## src/hdl/sample_dma_buffer_cache_macros.svh

```systemverilog
// ----------------------------------------------------------------------------
// Sample DMA buffer cache assertion macros
// Shared concurrent assertion forms, clocked on clk and quiet during reset.
// ----------------------------------------------------------------------------
`ifndef SAMPLE_DMA_BUFFER_CACHE_MACROS_SVH
`define SAMPLE_DMA_BUFFER_CACHE_MACROS_SVH

// same-cycle implication
`define SDBC_ASSERT_IMP(label, ante, cons) \
  label: assert property (@(posedge clk) disable iff (!rst_n) (ante) |-> (cons)) \
    else $error("sdbc assertion failed");

// next-cycle implication
`define SDBC_ASSERT_NXT(label, ante, cons) \
  label: assert property (@(posedge clk) disable iff (!rst_n) (ante) |=> (cons)) \
    else $error("sdbc assertion failed");

`endif

```

## src/hdl/sdbc_pkg.sv

```systemverilog
// ----------------------------------------------------------------------------
// Sample DMA buffer cache package
// Field widths, defaults and the records passed along the cell chain.
// ----------------------------------------------------------------------------
package sdbc_pkg;

  localparam int AddrW   = 31;
  localparam int LenW    = 16;
  localparam int FrameW  = 32;
  localparam int IndexW  = 5;
  localparam int OffsetW = 11;
  localparam int EndW    = 32;

  localparam int DefNumBuffers   = 32;
  localparam int DefBufferLength = 1024;

  typedef struct packed {
    logic              active;
    logic              done;
    logic              hit;
    logic [AddrW-1:0]  addr;
    logic [EndW-1:0]   addr_end;
    logic [FrameW-1:0] frame;
    logic [OffsetW-1:0] offset;
  } tok_t;

  typedef struct packed {
    logic              en;
    logic [AddrW-1:0]  start;
    logic [FrameW-1:0] frame;
  } ins_t;

endpackage

```

## src/hdl/sdbc_cell.sv

```systemverilog
// ----------------------------------------------------------------------------
// Sample DMA buffer cache cell
// Holds one used-list entry, tests the passing request against its window
// and shifts its entry to the right neighbor on insertion.
// ----------------------------------------------------------------------------
module sdbc_cell #(
  parameter int NUM_BUFFERS   = sdbc_pkg::DefNumBuffers,
  parameter int BUFFER_LENGTH = sdbc_pkg::DefBufferLength,
  parameter int CELL_IDX      = 0,
  localparam int IdW  = (NUM_BUFFERS > 1) ? $clog2(NUM_BUFFERS) : 1,
  localparam int PosW = $clog2(NUM_BUFFERS + 1)
) (
  input  logic                         clk,
  input  logic                         rst_n,
  input  logic [PosW-1:0]              used_count,
  input  sdbc_pkg::tok_t               tok_in,
  input  logic [PosW-1:0]              pos_in,
  input  logic [IdW-1:0]               rid_in,
  output sdbc_pkg::tok_t               tok_out,
  output logic [PosW-1:0]              pos_out,
  output logic [IdW-1:0]               rid_out,
  input  sdbc_pkg::ins_t               ins,
  input  logic [PosW-1:0]              ins_pos,
  input  logic [IdW-1:0]               ins_id,
  input  logic [sdbc_pkg::AddrW-1:0]   left_start,
  input  logic [sdbc_pkg::FrameW-1:0]  left_frame,
  input  logic [IdW-1:0]               left_id,
  output logic [sdbc_pkg::AddrW-1:0]   start,
  output logic [sdbc_pkg::FrameW-1:0]  frame,
  output logic [IdW-1:0]               id
);

  localparam logic [PosW-1:0] MyPos   = PosW'(CELL_IDX);
  localparam logic [PosW-1:0] NextPos = PosW'(CELL_IDX + 1);

  logic [sdbc_pkg::AddrW-1:0]  start_r, start_nxt;
  logic [sdbc_pkg::FrameW-1:0] frame_r, frame_nxt;
  logic [IdW-1:0]              id_r, id_nxt;
  sdbc_pkg::tok_t              tok_r, tok_nxt;
  logic                        act_r;
  logic [PosW-1:0]             pos_r, pos_nxt;
  logic [IdW-1:0]              rid_r, rid_nxt;

  logic                        in_use;
  logic [sdbc_pkg::EndW-1:0]   limit;
  logic [sdbc_pkg::AddrW-1:0]  diff;

  assign in_use = MyPos < used_count;
  assign limit  = {1'b0, start_r} + sdbc_pkg::EndW'(BUFFER_LENGTH);
  assign diff   = tok_in.addr - start_r;

  always_comb begin
    tok_nxt   = tok_in;
    pos_nxt   = pos_in;
    rid_nxt   = rid_in;
    start_nxt = start_r;
    frame_nxt = frame_r;
    id_nxt    = id_r;
    if (tok_in.active && !tok_in.done) begin
      priority if (!in_use) begin
        tok_nxt.done = 1'b1;
      end else if (start_r > tok_in.addr) begin
        tok_nxt.done = 1'b1;
        if (CELL_IDX == 0) begin
          rid_nxt = id_r;
        end
      end else if (tok_in.addr_end <= limit) begin
        tok_nxt.done   = 1'b1;
        tok_nxt.hit    = 1'b1;
        tok_nxt.offset = diff[sdbc_pkg::OffsetW-1:0];
        rid_nxt        = id_r;
        frame_nxt      = tok_in.frame;
      end else begin
        pos_nxt = NextPos;
        rid_nxt = id_r;
      end
    end
    if (ins.en) begin
      priority if (MyPos > ins_pos) begin
        start_nxt = left_start;
        frame_nxt = left_frame;
        id_nxt    = left_id;
      end else if (MyPos == ins_pos) begin
        start_nxt = ins.start;
        frame_nxt = ins.frame;
        id_nxt    = ins_id;
      end else begin
        start_nxt = start_r;
        id_nxt    = id_r;
      end
    end
  end

  always_ff @(posedge clk) begin
    if (!rst_n) begin
      act_r <= 1'b0;
    end else begin
      act_r <= tok_in.active;
    end
  end

  always_ff @(posedge clk) begin
    start_r <= start_nxt;
    frame_r <= frame_nxt;
    id_r    <= id_nxt;
    tok_r   <= tok_nxt;
    pos_r   <= pos_nxt;
    rid_r   <= rid_nxt;
  end

  always_comb begin
    tok_out        = tok_r;
    tok_out.active = act_r;
  end

  assign pos_out = pos_r;
  assign rid_out = rid_r;
  assign start   = start_r;
  assign frame   = frame_r;
  assign id      = id_r;

endmodule

```

## config.mk

```make
export PLATFORM = sky130hd
export DESIGN_NAME = sdbc_cell
export DESIGN_NICKNAME = d
export VERILOG_FILES = /design/src/hdl/sample_dma_buffer_cache_macros.svh /design/src/hdl/sdbc_pkg.sv /design/src/hdl/sdbc_cell.sv
export SDC_FILE = /design/constraint.sdc
export NUM_CORES = 1
export LEC_CHECK = 0
export ABC_AREA = 1
export BUFFER_PORTS_ARGS = -buffer_cell sky130_fd_sc_hd__buf_4
export CORE_AREA = 5 5 173 175
export CTS_CLUSTER_DIAMETER = 80
export CTS_CLUSTER_SIZE = 8
export DETAILED_ROUTE_END_ITERATION = 10
export DIE_AREA = 0 0 178 180
export PLACE_DENSITY = 0.54
export RECOVER_POWER = 25
export SLEW_MARGIN = 20
export SYNTH_ARGS = -nofsm -noshare
export SYNTH_HDL_FRONTEND = slang
export SYNTH_SLANG_ARGS = --single-unit
```

## constraint.sdc

```tcl
create_clock -name clk -period 4.5 [get_ports clk]
set_clock_uncertainty 0.2 [all_clocks]
set_input_delay 0.675 -clock clk [delete_from_list [all_inputs] [get_ports clk]]
set_output_delay 0.675 -clock clk [all_outputs]
set_load 0.05 [all_outputs]
```

==> results.toml <==
[run_status]
status = "finished, final reports clean"

[place]
numPortBuffers = 390
dp_hpwl_um = 21900
gp_congestion = 0.811

[detailed_routing]
drc = 0
dr.pass1.iters = 4
num_vias = 7007
viasPerCell = 4.15
drt_iter0_markers = 318
antenna_left = 0
wl_per_cell_um = 16.0
wl_um = 26900

[clocking]
cts.sinks = 188
cts.clk_slew.worst_paths_ps = 70
cts.htree.levels = 4
cts_buffers = 17
cts_tree = "built"
clk_path_buf_depth = 2
clkLatencyLatePin_ps = 440
clockRootBuffer = "clkbuf_16"
postCtsSetupBuffers = 0

[floorplan]
row_count = 62
dieWidth_um = 178
start_util_pct = 28.4
ios = 459
dieArea_sq_um = 32000
coreArea_sq_um = 28300
fp.dieH_um = 180

[synthesis]
ys_seq_area_share_pct = 51.2
synth_area_sq_um = 8050
synth_top_area_cell = "dfxtp_1"
ys_top_cells_by_area = "dfxtp_1 (38%), edfxtp_1 (13%), ha_1 (12%), nand2_1 (7.6%), nor2_1 (6.1%)"
yosys-top-cells-count = "nand2_1 (163), dfxtp_1 (152), nor2_1 (130)"
syn_avg_cell_area_sq_um = 8.58
synth_top_cell_area_share_pct = 37.8
yosysMostFrequentCell = "nand2_1"
synthFlopType = "dfxtp_1"
yosysUniqueCellTypes = 34
async_reset_ff_share_pct = 0
ys_seq_elements = 188
netlist_instances = 938
yosysWarningCount = 0
synth.net_count = 1284
synth_edf_count = 36

[critical_path]
r2r-end = "frame[3]"
crit_chain = "nand2_1 -> nor4_4 -> nand3_1 -> nor2_1 -> nand3_1 -> nor2_2 -> nand2_1 -> o21ai_1 -> nand2_1 -> ha_1 -> nand2_1 -> nor2_1 -> nand2_1 -> nor4_4 -> nand4_1 -> nand2_4 -> buf_12 -> nand3_1 -> nand2_1 -> nor2_1 -> nor2_1"
required_ps = 4670
cpPeakStageDelay_ps = 480
arrival_ps = 4320
crit_fanout = 35
crit_path_start_kind = "register"
critPathBufInv = 1
crit_end = "frame[3]"
reg2reg_slack_ps = 350
cp.depth = 21
crit_type = "register to register"
cp_top_family = "simple AND/OR/NAND/NOR gates"
endpoint_kind = "register"
critPathLaunch = "start[14]"
reg2reg_depth = 21
r2r_start = "start[14]"
cp_slowest_cell = "edfxtp_1"
path_common_cell = "nand2_1"

[pwr]
ir_drop_mv = 0.205
power_mw = 4.67
cellPowerDensity_nw_per_um2 = 401
power.leakage_nw = 5.94

[hold_path]
min_path_type = "input pin to register"

[grt]
antenna_found_initial = 1
grt_pass1_wl_um = 40100
grt-ovfl-total = 0
grt_usage_pct = 16.4
grt_pass1_vias = 6919
grt_max_degree = 66

[finish]
seq_area_sq_um = 4120
drive_gt1_share_pct = 28.4
syn2layout_area_growth_pct = 44.7
insertedDiodeCount = 0
multi_input_area_sq_um = 3220
nets = 1636
n_fill_cell = 2917
fin_util_pct = 41.1

[timing]
tightest_slew_ps = 968
slew_headroom_pct = 35.4
fin_crit_ps = 4150
final_max_slew_viol_count = 0
hold_viol_final = 0
clock.fmax_mhz = 241
period_share_pct = 92.2
setup_viol = 0

[job]
drv_cap = 0
## cells by family after synthesis
family | synth area share, %
flip-flops | 51.2
buffers and inverters | 9.48
AND/OR/NAND/NOR | 18.4
AO/OA/AOI/OAI | 6.27
adder cells (fa/ha/maj) | 11.8
XOR/XNOR | 2.83
## metal layers
| metal | up-vias | share of wire (%) | global-route usage, % |
|---|---|---|---|
| li1 | 3637 | - | - |
| met1 | 3177 | 44 | 20.4 |
| met2 | 172 | 50 | 28.1 |
| met3 | 19 | 5.7 | 4.26 |
| met4 | 2 | 1.1 | 4.36 |
| met5 | - | 0.026 | 0 |
## worst register-to-register path, delay by kind of cell (launching register included)
family          cells  cell delay (ps)
fa+ha+maj           1              290
compound gates      1              130
buf+inv             1              200
simple gates       18             2790
flops               1              480
## registers in the layout, summed over array words and instances, names as in the netlist
signal   count
tok_out    108
pos_out      6
act_r        1
rid_out      5
id           5
start       31
frame       32
## how the worst min path moves through the flow
stage                   end         from  cells past startpoint  slack, ps
5_1_grt        tok_out[104]  tok_in[104]                      1        140
3_3_place_gp     rid_out[4]        id[4]                      2        250
2_1_floorplan  tok_out[100]  tok_in[100]                      0        500
4_1_cts         tok_out[38]   tok_in[38]                      1        110
6_report       tok_out[103]  tok_in[103]                      1        160
3_5_place_dp     rid_out[0]        id[0]                      2        260
## cell usage in the layout (no fill, tap or decap), types with 17 or more instances in the layout
master,instances
clkbuf_16,17
dfxtp_1,152
a21oi_1,66
inv_1,126
edfxtp_1,36
nand3_1,48
ha_1,74
clkbuf_1,70
nand2_1,162
buf_4,290
clkbuf_4,34
nor2_1,127
## report_power, final
| part | internal (mW) | switching (mW) |
|---|---|---|
| Sequential | 1.86 | 0.0638 |
| Combinational | 0.383 | 0.802 |
| Clock | 0.859 | 0.704 |
## layout make-up
class / instances / area share (%)
well taps: 384 / 4.13
clock inverters: 11 / 1.11
multi-input cells: 560 / 27.7
clock buffers: 21 / 3.95
repair buffers: 395 / 23.6
inverters: 128 / 4.13
flip-flops and latches: 188 / 35.4
## what timing repair did
item | CTS | global route
resized for setup | 0 | 9
setup endpoints to repair | 0 | 51
hold buffers | 0 | 0
## metrics by stage
stage	instances	cell area [sq um]	hold slack (ps)	setup WS [ps]	TNS (ps)
floorplan	938	8050	503	435	0
global placement	1655	11300	249	137	0
detailed placement	1655	11300	257	144	0
CTS	1687	11900	113	102	0
global route	1687	11600	137	-10.0	-10.6
finish	1687	11600	164	350	0
Power figures use the tool's default switching activity.
